--- src/design/cmsc_pkg.sv ---
// ----------------------------------------------------------------------------
// cmsc_pkg
// Types and state codes shared by the conveyor metal-sort controller.
// ----------------------------------------------------------------------------
package cmsc_pkg;

	localparam int PHASE_W = 4;

	localparam logic [PHASE_W-1:0] PH_START     = 4'd0;
	localparam logic [PHASE_W-1:0] PH_STANDBY   = 4'd1;
	localparam logic [PHASE_W-1:0] PH_READY     = 4'd2;
	localparam logic [PHASE_W-1:0] PH_TRANSPORT = 4'd3;
	localparam logic [PHASE_W-1:0] PH_DETECT    = 4'd4;
	localparam logic [PHASE_W-1:0] PH_NONMETAL  = 4'd5;
	localparam logic [PHASE_W-1:0] PH_END       = 4'd6;
	localparam logic [PHASE_W-1:0] PH_METAL     = 4'd7;
	localparam logic [PHASE_W-1:0] PH_SLIDE     = 4'd8;
	localparam logic [PHASE_W-1:0] PH_ERROR     = 4'd9;

	typedef struct packed {
		logic start_released;
		logic item_at_begin;
		logic item_at_height;
		logic item_at_metal;
		logic metal_found;
		logic item_at_end;
		logic item_passed_slide;
		logic seconds_odd;
	} sample_t;

	typedef struct packed {
		logic               drive_right;
		logic               lamp_green;
		logic               lamp_red;
		logic               lamp_yellow;
		logic               start_led;
		logic               gate_open;
		logic [PHASE_W-1:0] phase;
	} result_t;

endpackage

--- src/design/cmsc_step.sv ---
// ----------------------------------------------------------------------------
// cmsc_step
// One controller tick: next phase from the sensor sample, then the sticky
// output update for the new phase.
// ----------------------------------------------------------------------------
module cmsc_step import cmsc_pkg::*; (
	input  result_t cur,
	input  sample_t smp,
	output result_t nxt
);

	logic [PHASE_W-1:0] ph_n;

	// later checks override earlier ones; error checks come last
	always_comb begin
		ph_n = cur.phase;
		case (cur.phase)
			PH_START: begin
				ph_n = PH_STANDBY;
			end
			PH_STANDBY: begin
				if (smp.start_released) ph_n = PH_READY;
			end
			PH_READY: begin
				if (smp.start_released) ph_n = PH_STANDBY;
				if (smp.item_at_begin && !smp.item_at_end) ph_n = PH_TRANSPORT;
				if (smp.item_at_height || smp.item_at_metal) ph_n = PH_ERROR;
			end
			PH_TRANSPORT: begin
				if (smp.item_at_metal) ph_n = PH_DETECT;
				if (smp.item_at_end) ph_n = PH_ERROR;
			end
			PH_DETECT: begin
				ph_n = smp.metal_found ? PH_METAL : PH_NONMETAL;
			end
			PH_NONMETAL: begin
				if (smp.item_at_end) ph_n = PH_END;
				if (smp.item_at_begin || smp.item_at_height) ph_n = PH_ERROR;
			end
			PH_END: begin
				if (smp.start_released) ph_n = PH_STANDBY;
				if (!smp.item_at_end) ph_n = PH_READY;
				if (smp.item_at_metal || smp.item_at_height) ph_n = PH_ERROR;
			end
			PH_METAL: begin
				if (smp.item_passed_slide) ph_n = PH_SLIDE;
				if (smp.item_at_begin || smp.item_at_height) ph_n = PH_ERROR;
			end
			PH_SLIDE: begin
				if (smp.start_released) ph_n = PH_STANDBY;
				if (smp.item_at_begin) ph_n = PH_TRANSPORT;
				if (smp.item_at_end || smp.item_at_height) ph_n = PH_ERROR;
			end
			PH_ERROR: begin
				if (smp.start_released) ph_n = PH_STANDBY;
			end
			default: begin
				ph_n = PH_START;
			end
		endcase
	end

	// hold any output the new phase does not name
	always_comb begin
		nxt       = cur;
		nxt.phase = ph_n;
		case (ph_n)
			PH_START, PH_STANDBY: begin
				nxt.drive_right = 1'b0;
				nxt.lamp_green  = 1'b0;
				nxt.lamp_red    = 1'b0;
				nxt.lamp_yellow = 1'b0;
				nxt.start_led   = 1'b1;
			end
			PH_READY, PH_SLIDE: begin
				nxt.drive_right = 1'b0;
				nxt.lamp_green  = 1'b1;
				nxt.lamp_red    = 1'b0;
				nxt.lamp_yellow = 1'b0;
				nxt.start_led   = 1'b1;
			end
			PH_TRANSPORT: begin
				nxt.drive_right = 1'b1;
				nxt.lamp_green  = 1'b1;
				nxt.lamp_red    = 1'b0;
				nxt.lamp_yellow = 1'b0;
				nxt.start_led   = 1'b0;
			end
			PH_DETECT: begin
				nxt.drive_right = 1'b0;
				nxt.lamp_green  = 1'b1;
				nxt.lamp_red    = 1'b0;
				nxt.lamp_yellow = 1'b0;
			end
			PH_NONMETAL: begin
				nxt.drive_right = 1'b1;
				nxt.lamp_green  = 1'b1;
				nxt.lamp_red    = 1'b0;
				nxt.lamp_yellow = 1'b0;
				nxt.start_led   = 1'b0;
				nxt.gate_open   = 1'b1;
			end
			PH_END: begin
				nxt.drive_right = 1'b0;
				nxt.lamp_green  = smp.seconds_odd;
				nxt.lamp_red    = 1'b0;
				nxt.lamp_yellow = 1'b0;
				nxt.start_led   = 1'b1;
				nxt.gate_open   = 1'b0;
			end
			PH_METAL: begin
				nxt.drive_right = 1'b1;
				nxt.lamp_green  = 1'b0;
				nxt.lamp_red    = 1'b0;
				nxt.lamp_yellow = 1'b1;
			end
			PH_ERROR: begin
				nxt.drive_right = 1'b0;
				nxt.lamp_green  = 1'b0;
				nxt.lamp_red    = smp.seconds_odd;
				nxt.lamp_yellow = 1'b0;
				nxt.start_led   = 1'b1;
				nxt.gate_open   = 1'b0;
			end
			default: begin
				nxt = cur;
			end
		endcase
	end

endmodule

--- src/design/conveyor_metal_sort_controller_top.sv ---
// ----------------------------------------------------------------------------
// conveyor_metal_sort_controller_top
// Sorter state machine for a conveyor with metal detection and reject slide.
// ----------------------------------------------------------------------------
// Usage:
//   The sample channel (sample_valid / sample_stall / sample) carries one
//   sensor snapshot per control tick. The result channel (result_valid /
//   result_stall / result) returns one item per sample: lamp, motor, gate
//   and start LED settings plus the phase reached.
//   Path: an accepted sample is registered in the input register, then
//   evaluated against the controller state, and its result is written to
//   the result register, which drives result directly.
//   Throughput: one sample per cycle unless stalled; the controller state and
//   the result register are written together by the single evaluation stage.
//   Reset: phase returns to Start and every output bit clears; no result is
//   pending.
//   Stall: while result_stall holds a result, the evaluation stage waits and
//   the held result does not change; one further sample is taken into the
//   input register before sample_stall rises.
// ----------------------------------------------------------------------------
module conveyor_metal_sort_controller_top import cmsc_pkg::*; (
	input  logic    clk,
	input  logic    arst_n,
	input  logic    sample_valid,
	output logic    sample_stall,
	input  sample_t sample,
	output logic    result_valid,
	input  logic    result_stall,
	output result_t result
);

	sample_t sample_s1;
	logic    valid_s1;
	logic    res_valid_q;
	result_t st_q;
	result_t st_nxt;
	logic    advance;

	// result slot is free or being taken this cycle
	assign advance      = !res_valid_q || !result_stall;
	assign sample_stall = valid_s1 && !advance;

	cmsc_step u_step (
		.cur (st_q),
		.smp (sample_s1),
		.nxt (st_nxt)
	);

	always_ff @(posedge clk or negedge arst_n) begin
		if (!arst_n) begin
			valid_s1 <= 1'b0;
		end else if (!sample_stall) begin
			valid_s1 <= sample_valid;
		end
	end

	always_ff @(posedge clk) begin
		if (!sample_stall && sample_valid) begin
			sample_s1 <= sample;
		end
	end

	// the result register doubles as the controller state
	always_ff @(posedge clk or negedge arst_n) begin
		if (!arst_n) begin
			res_valid_q <= 1'b0;
			st_q        <= '{phase: PH_START, default: 1'b0};
		end else if (advance) begin
			res_valid_q <= valid_s1;
			if (valid_s1) begin
				st_q <= st_nxt;
			end
		end
	end

	assign result_valid = res_valid_q;
	assign result       = st_q;

endmodule

--- config.mk ---
export PLATFORM = sky130hd
export DESIGN_NAME = conveyor_metal_sort_controller_top
export DESIGN_NICKNAME = d
export VERILOG_FILES = /design/src/design/cmsc_pkg.sv /design/src/design/cmsc_step.sv /design/src/design/conveyor_metal_sort_controller_top.sv
export SDC_FILE = /design/constraint.sdc
export NUM_CORES = 1
export LEC_CHECK = 0
export ABC_AREA = 1
export BUFFER_PORTS_ARGS = -buffer_cell sky130_fd_sc_hd__buf_2
export CAP_MARGIN = 20
export CORE_UTILIZATION = 60
export DETAILED_ROUTE_END_ITERATION = 12
export PLACE_DENSITY_LB_ADDON = 0.1
export SLEW_MARGIN = 20
export SYNTH_ARGS = -nofsm -noshare
export SYNTH_HDL_FRONTEND = slang
export SYNTH_SLANG_ARGS = --single-unit
--- constraint.sdc ---
create_clock -name clk -period 3.5 [get_ports clk]
set_clock_uncertainty 0.05 [all_clocks]
set_input_delay 0.7 -clock clk [delete_from_list [all_inputs] [get_ports clk]]
set_output_delay 0.7 -clock clk [all_outputs]
set_load 0.02 [all_outputs]
### Word level (Yosys, flattened, before mapping)

Index checks and enable logic that the tools add are counted.

* register bits after elaboration: 20
* input port bits: 12
* logic and storage cells: 81

* equality and inequality tests: 18
* muxes and demuxes: 19
* reduce and logical (&&, ||, !) cells: 27

Operators by type and width (count)
* 4-bit 2-to-1 mux: 14
* 4-bit one-hot mux with 10 select lines: 1
* 4-bit by 3-bit == test with 1-bit output (second input constant): 8
* 4-bit one-hot mux with 6 select lines: 1
* 4-bit by 2-bit == test with 1-bit output (second input constant): 4
* 4-bit == test (second input constant): 4
* 3-bit AND reduction: 4
* 10-bit OR reduction: 1
* 4-bit by 1-bit == test with 1-bit output (second input constant): 2
* 4-bit logical NOT: 2
* 6-bit nonzero test: 1
* 2-bit OR reduction: 3
* 6-bit OR reduction: 1
* 1-bit logical NOT: 5
* 1-bit logical OR: 4
* 1-bit one-hot mux with 2 select lines: 2
* 2-bit nonzero test: 2
* 1-bit logical AND: 3
* 3-bit OR reduction: 1
* 2-bit 2-to-1 mux: 1

### Logic depth before layout (Yosys ltp)

Gate-level depths: netlist of the first run.

* depth after elaboration: 9
* mapped depth: 16

### Modules after synthesis

From an unflattened synthesis of the first run, not the netlist that was laid out.

* cells, all modules: 218
* area, all modules: 1505.2 um2

Modules (own cells, without submodules)
* cmsc_step: times used 1, cells an instance 157, area each 777.0 um2, sequential area each 0.0 um2
* conveyor_metal_sort_controller_top: times used 1, cells an instance 61, area each 728.2 um2, sequential area each 540.5 um2

### Least setup slack after synthesis of the first run

OpenSTA, ideal clock, no wires.

* path kind: input port to output port
* start point: input result_stall
* end point: output sample_stall
* arrival: 1091 ps
* data required time: 2750 ps
* setup slack: 1659 ps
* cell stages on the path: 2
* path buffers: 0
* cell sequence: nand2_1 -> nor2_1

* cells in the longest elaborated chain, start to end: 4

RTL lines
* from (decl): RTL line conveyor_metal_sort_controller_top.sv:28 `input logic result_stall,`
* 1-bit logical NOT: RTL line conveyor_metal_sort_controller_top.sv:40 `assign advance = !res_valid_q || !result_stall;`
* 1-bit logical OR: RTL line conveyor_metal_sort_controller_top.sv:40
* 1-bit logical NOT: RTL line conveyor_metal_sort_controller_top.sv:41 `assign sample_stall = valid_s1 && !advance;`
* 1-bit logical AND: RTL line conveyor_metal_sort_controller_top.sv:41
* to (decl): RTL line conveyor_metal_sort_controller_top.sv:25 `output logic sample_stall,`

Every way passes these cells.

### Worst setup path in the final report of the first run

* start point: register sample_s1[2] (netlist name)
* end point: register st_q, in the netlist result[8]

* cells in the longest elaborated chain, start to end: 9
* elaborated cells between the ends (all ways): 28
* classes of those cells: eq/ne (9); mux (10); reduce/logical (9)

RTL lines
* from (decl): RTL line conveyor_metal_sort_controller_top.sv:32 `sample_t sample_s1;`
* from (signal assigned): RTL line conveyor_metal_sort_controller_top.sv:59 `sample_s1 <= sample;`
* 1-bit logical NOT
* 1-bit logical AND: RTL line cmsc_step.sv:26 `if (smp.item_at_begin && !smp.item_at_end) ph_n = PH_TRANSPORT;`
* 4-bit 2-to-1 mux: RTL line cmsc_step.sv:26
* 4-bit 2-to-1 mux: RTL line cmsc_step.sv:27 `if (smp.item_at_height || smp.item_at_metal) ph_n = PH_ERROR;`
* 4-bit one-hot mux with 10 select lines (*): RTL line cmsc_step.sv:17 `case (cur.phase)`
* 4-bit by 2-bit == test with 1-bit output, or another cell as far along: RTL line cmsc_step.sv:67 `case (ph_n)`
* 3-bit OR reduction (no source line) / 2-bit OR reduction (equally long branches)
* 6-bit nonzero test (no source line)
* 3-bit AND reduction (no source line)
* to (signal assigned): RTL line conveyor_metal_sort_controller_top.sv:71 `st_q <= st_nxt;`
* to (decl): RTL line conveyor_metal_sort_controller_top.sv:35 `result_t st_q;`

Every way passes the cells marked *; elsewhere a longest branch is shown, timed or not.
A chain may end at the register's enable or synchronous reset.

==> summary.txt, run 1 <==
Clock network
  • Clock network latency to the later pin of the worst-skew pair: 0.32 ns
  • CTS sink cnt: 20
  • Clock slew at reported path FFs: 0.13 ns
  • Post-cts sizing count: 0
  • Buffer depth of the longest clock path: 2
  • Postcts setup bufs: 0
  • Total CTS buffers: 3
  • H-tree level count: 1
  • Root buf cell: clkbuf_4
  • Hold buffers post-CTS: 0
  • CTS tree: yes

Worst setup path
  • CP endpoint kind: register
  • Critical setup path kind: reg2reg
  • CP Data Required Time: 3.68 ns
  • CP Max Fanout: 10
  • Critical Path AT: 2.26 ns
  • Reg2reg end: result[8]
  • FF-to-FF setup slack: 1.42 ns
  • Most frequent CP cell: nand2_1
  • Critical path origin: sample_s1[2]
  • Worst Reg-to-Reg Cells: 12
  • Critical Path End: result[8]
  • Critical Path, Cell by Cell: inv_1, o21ai_0, nor3_1, nor2_1, nand2_2, nor2_2, nand2_2, nand2_1, nor2_1, nand2_1, nand2_1, nand2_1
  • Crit-path max cell delay: 0.57 ns
  • Reg2reg start: sample_s1[2]
  • Crit start category: register
  • Critical-path top delay cell: edfxtp_1

Logic synthesis
  • Number of enable flip-flop cells after synthesis: 8
  • Cell variety after synth: 20
  • XOR/XNOR Fraction of Synth Area: 0%
  • Most numerous cell in the Yosys netlist: nand2_1
  • Adder-cell share of the synthesized area: 0%
  • FF+latch count, synth: 20
  • Syn nets: 232
  • Mapped Area: 1414 µm²
  • Yosys warns: 0
  • Dominant cell type by area after synthesis: nand2_1
  • Sequential share of the synthesized area: 38.23%
  • Synth async-reset ratio: 60.00%
  • Mapped Avg Cell Area: 6.427 µm²
  • Synth Area in Simple Gates: 45.13%
  • Yosys top cell area share: 22.04%
  • Largest cells by area after synthesis: nand2_1 22%, dfrtp_1 21%, edfxtp_1 17%
  • Compound-Gate Fraction of Synth Area: 6.903%
  • Syn Inst Count: 220
  • Post-synthesis mux area share: 0%
  • Top cells by count, synth: 83 x nand2_1, 35 x nor2_1, 22 x inv_1, 16 x nand3_1, 13 x o21ai_0
  • Top_reg_cell synth: dfrtp_1
  • Main combinational cell family by area after synthesis: simple AND/OR/NAND/NOR gates

Die
  • Die area: 2555 µm²
  • Height of the die: 50.55 µm
  • Row count: 17
  • Starting Density: 63.91%
  • Ports: 24
  • Core area: 2212 µm²
  • Die X: 50.55 µm

Timing
  • Slew Limit Fails: 0
  • Min Clock Period, post-route: 2.081 ns
  • Measured slew at the worst slew-check pin: 0.3908 ns
  • Final worst-path cycle share: 59.44%
  • Relative slew slack: 73.74%
  • Fmax: 480.6 MHz
  • Final Setup Violations: 0
  • Fin. Hold Viols: 0
  • Unrepaired setup endpoints after global routing: no
  • Setup TNS: 0 ns

Global route
  • Antenna violations before repair: 0
  • Vias in the first global route: 1,281
  • GR Overflow Total: 0
  • Global-route wire length before repair: 5.789 mm
  • Overall routing resource usage: 30.65%
  • Largest net degree at the start of global routing: 15

Detailed routing
  • Post-route ant nets: 0
  • DRC viols: 0
  • Iteration-0 DRC Markers: 89
  • Routed wire length: 3.493 mm
  • Via Count: 1,481
  • DRT Pass-1 Iters: 5
  • Avg Vias per Cell: 5.465
  • Routed WL per cell: 12.89 µm

Power and ir drop
  • Leak: 0.8684 nW
  • Peak supply drop: 0.4384 mV
  • Power Density: 700.7 nW/µm²

Placed design
  • Final Wtd Congestion: 1.085
  • HPWL after DPL: 2.646 mm
  • Input/output buffers: 23
  • Placed Instances: 267

Cells and area
  • Util after Layout: 71.04%
  • Layout cells sized above 1: 18.93%
  • Fillers: 185
  • ANT cells: 0
  • Fin cells: 271
  • Area growth, synth to finish: 11.15%
  • Nets: 256

Job
  • Max-cap violation count: 0

Run status
  • Status: finished clean

Hold path
  • Hold Path Class: in2async
## layout by cell type (no fill, tap or decap)
master	n
nand3_2	1
nor2_2	8
nand2_2	6
dfrtp_1	12
inv_2	4
clkbuf_16	1
clkbuf_4	3
o31ai_1	1
nor2_1	35
nand3_1	16
a21oi_1	1
nand4_1	2
o21ai_0	13
o21ai_1	1
nor3_1	1
buf_2	23
edfxtp_1	8
inv_1	22
nand2_1	83
o21a_1	2
## state kept, by name, summed over array words and instances, names as in the netlist
register	flops
result	10
sample_s1	8
valid_s1	1
result_valid	1
## cell type report
type / count / area [µm²] / area share, %
tap: 28 / 35.03 / 2.229
multi-input combinational: 170 / 735.7 / 46.82
clock buffer: 4 / 47.55 / 3.025
inverter: 26 / 97.59 / 6.210
sequential: 20 / 540.5 / 34.39
timing repair buffer: 23 / 115.1 / 7.325
## cell families after synthesis
logic type,count (synthesis)
AOI/OAI and AO/OA,18
buffers and inverters,30
and+or+nand+nor,152
DFF,20
## worst max-delay path: cells and delay by family, from the launching register on
family                 cells  cell delay (ns)
and+or+nand+nor           10             1.06
AOI/OAI and AO/OA          1             0.11
DFF                        1             0.57
buffers and inverters      1             0.20
## report_power, final
part	leakage, nW	internal [mW]	switching (mW)
Clock	0.0261	0.0874	0.0826
Combinational	0.615	0.175	0.397
Sequential	0.228	0.293	0.0666
Total	0.868	0.555	0.546
## worst min-delay path by stage
stage          slack, ns  cells past startpoint      start           end
2_1_floorplan       0.35                      0     arst_n     result[0]
3_3_place_gp        0.41                      2   valid_s1  result_valid
3_5_place_dp        0.42                      2  result[7]     result[7]
4_1_cts             0.19                      1     arst_n     result[2]
5_1_grt             0.18                      1     arst_n     result[2]
6_report            0.18                      1     arst_n     result[2]
## through the flow
step                      hold slack (ns)  setup WS (ns)  power [mW]  cell area [µm²]
after global placement             0.4074          1.559      0.9062             1524
after CTS                          0.1919          1.496       1.088             1572
after global routing               0.1841          1.234       1.193             1572
after detailed placement           0.4180          1.510      0.9175             1524
after floorplan                    0.3544          1.659      0.7916             1414
final                              0.1816          1.419       1.101             1572
## metal layers
metal	track usage, %	part of all wire, %	up-vias
met2	49.33	46	100
met5	0	0	-
met1	41.75	43	639
li1	-	-	731
met4	11.57	2.2	0
met3	4.242	8.7	11
Power figures use the tool's default switching activity.
==> run 2: changes to the inputs <==
Settings changed: CORE_UTILIZATION 60 to 55.
Clock period 3.5 ns to 2.2 ns, I/O delays scaled along.
==> run 2 against run 1 <==
Total power is 57% higher. Critical path depth is 1 higher. Sequential power increased by 57%. Via count down 3.4%. Worst setup slack got worse by 1.2 ns. Combinational power up 58%. Count of clock-buffer cells in the layout is the same. Global-route usage is 4.4 points lower. Flip-flop and latch count is the same. Largest cell class unchanged.
==> summary.txt, run 2 (synthesized netlist as in run 1, its figures left out) <==
Cells and area
  • Most common cell after layout, fill and taps aside: nand2_1
  • Number of flip-flops under the largest register name: 10
  • Area growth, synth to finish: 13.45%
  • Fillers: 225
  • Most frequent cells in the layout: 83 x nand2_1, 35 x nor2_1, 23 x buf_2, 22 x inv_1, 16 x nand3_1
  • Post-route design area: 1604 µm²
  • Nets: 259
  • Util after Layout: 65.34%
  • Layout cells sized above 1: 19.92%
  • ANT cells: 0

Clock network
  • Clock network latency to the later pin of the worst-skew pair: 0.32 ns
  • CTS sink cnt: 20
  • H-tree level count: 1
  • Buffer depth of the longest clock path: 2
  • Clock slew at reported path FFs: 0.12 ns
  • Root buf cell: clkbuf_4
  • CTS tree: yes
  • Total CTS buffers: 3
  • Postcts setup bufs: 0

Power and ir drop
  • NetSw: 0.8311 mW
  • Int Power: 0.8929 mW
  • Register share of total power: 32.7%
  • Peak supply drop: 0.6843 mV
  • Sw frac: 48.21%
  • Leak: 0.8832 nW
  • Power Density: 1075 nW/µm²
  • Clk pwr share: 15.0%
  • Combinational share of power: 52.3%

Job
  • Max-cap violation count: 0

Global route
  • GR Overflow Total: 0
  • Vias in the first global route: 1,204
  • Overall routing resource usage: 26.23%
  • Antenna violations before repair: 0
  • Global-route wire length before repair: 5.161 mm
  • Largest net degree at the start of global routing: 15

Timing
  • Min Clock Period, post-route: 2.030 ns
  • Measured slew at the worst slew-check pin: 0.3935 ns
  • Relative slew slack: 73.77%
  • Fin. Hold Viols: 0
  • Slew Limit Fails: 0
  • Final Setup Violations: 0
  • Setup TNS: 0 ns
  • Hold slack: 0.2483 ns
  • Final worst-path cycle share: 92.26%
  • Final worst slack: 0.1703 ns
  • Fmax: 492.7 MHz

Die
  • Core area: 2455 µm²
  • Ports: 24
  • Starting Density: 57.59%
  • Height of the die: 52.70 µm
  • Die X: 52.70 µm
  • Row count: 18
  • Die area: 2777 µm²

Worst setup path
  • Critical Path AT: 2.21 ns
  • Most frequent CP cell: nand2_1
  • Crit-path max cell delay: 0.60 ns
  • CP endpoint kind: register
  • Critical Path, Cell by Cell: nand2_1, nor2_1, nand2_1, nand2_1, nor2_1, nand3_1, nor2_2, nand2_2, nand2_1, nor2_1, nand2_1, nand2_1, nand2_1
  • Critical setup path kind: reg2reg
  • CP Data Required Time: 2.38 ns
  • Critical-path top delay cell: dfrtp_1
  • Crit start category: register
  • CP Max Fanout: 11

Hold path
  • Hold Path Class: in2reg

Run status
  • Status: finished clean

Placed design
  • Place WS: 0.2743 ns
  • Area post-placement: 1541 µm²
  • Final Wtd Congestion: 0.9801
  • Input/output buffers: 23
  • HPWL after DPL: 2.532 mm

Detailed routing
  • Iteration-0 DRC Markers: 63
  • Avg Vias per Cell: 5.185
  • DRT Pass-1 Iters: 4
  • DRC viols: 0
  • Routed WL per cell: 11.78 µm
  • Post-route ant nets: 0
  • Routed wire length: 3.251 mm
  • Via Count: 1,431
run 2: cell count changes in the layout (fill, tap and decap cells not counted), sizes merged:
| cell | delta |
|---|---|
| dlygate4sd3 | +1 |
| buf | +2 |
run 2: critical path, delay by kind of cell, from the launching register on:
family           cells  cell delay [ns]
DFF                  1             0.60
and+or+nand+nor     13             1.27
run 2: cell type report:
cell class / instances / area, µm² / area share [%]
repair buffers: 26 / 140.1 / 8.736
multi-input cells: 170 / 740.7 / 46.18
inverters: 26 / 97.59 / 6.084
well taps: 30 / 37.54 / 2.340
flip-flops and latches: 20 / 540.5 / 33.70
clock buffers: 4 / 47.55 / 2.964
run 2: power groups by stage:
stage / clock network, mW / registers [mW] / logic (mW)
after floorplan: 0 / 0.604 / 0.656
after global placement: 0 / 0.566 / 0.890
after detailed placement: 0 / 0.569 / 0.883
after CTS: 0.265 / 0.562 / 0.889
after global routing: 0.278 / 0.577 / 1.02
final: 0.259 / 0.564 / 0.901
run 2: layer usage:
| metal | vias up | track usage, % | part of all wire [%] |
|---|---|---|---|
| met4 | 0 | 12.28 | 1.4 |
| met1 | 619 | 34.84 | 46 |
| met5 | - | 0 | 0 |
| li1 | 737 | - | - |
| met3 | 6 | 5.507 | 7.2 |
| met2 | 69 | 40.30 | 45 |
run 2: path summary, 6_finish.rpt:
path                           start      endpoint  slack (ns)  depth (start not counted)
max                        result[0]     result[8]        0.17                         13
min                        sample[4]  sample_s1[4]        0.25                          1
max reg2reg                result[0]     result[8]        0.17                         13
min reg2reg                 valid_s1  result_valid        0.45                          2
max in group asynchronous     arst_n     result[6]        1.43                          2
min in group asynchronous     arst_n     result[9]        0.46                          2
run 2: what timing repair did:
item	in CTS	in global routing
setup endpoints to repair	0	1
gates resized for setup	0	1
endpoints found under the hold margin	12	0
hold buffers	1	0
run 2: stage by stage:
stage	power, mW	std cells
after detailed placement	1.452	271
final	1.724	276
after CTS	1.716	276
after floorplan	1.259	220
after global routing	1.874	276
after global placement	1.457	271
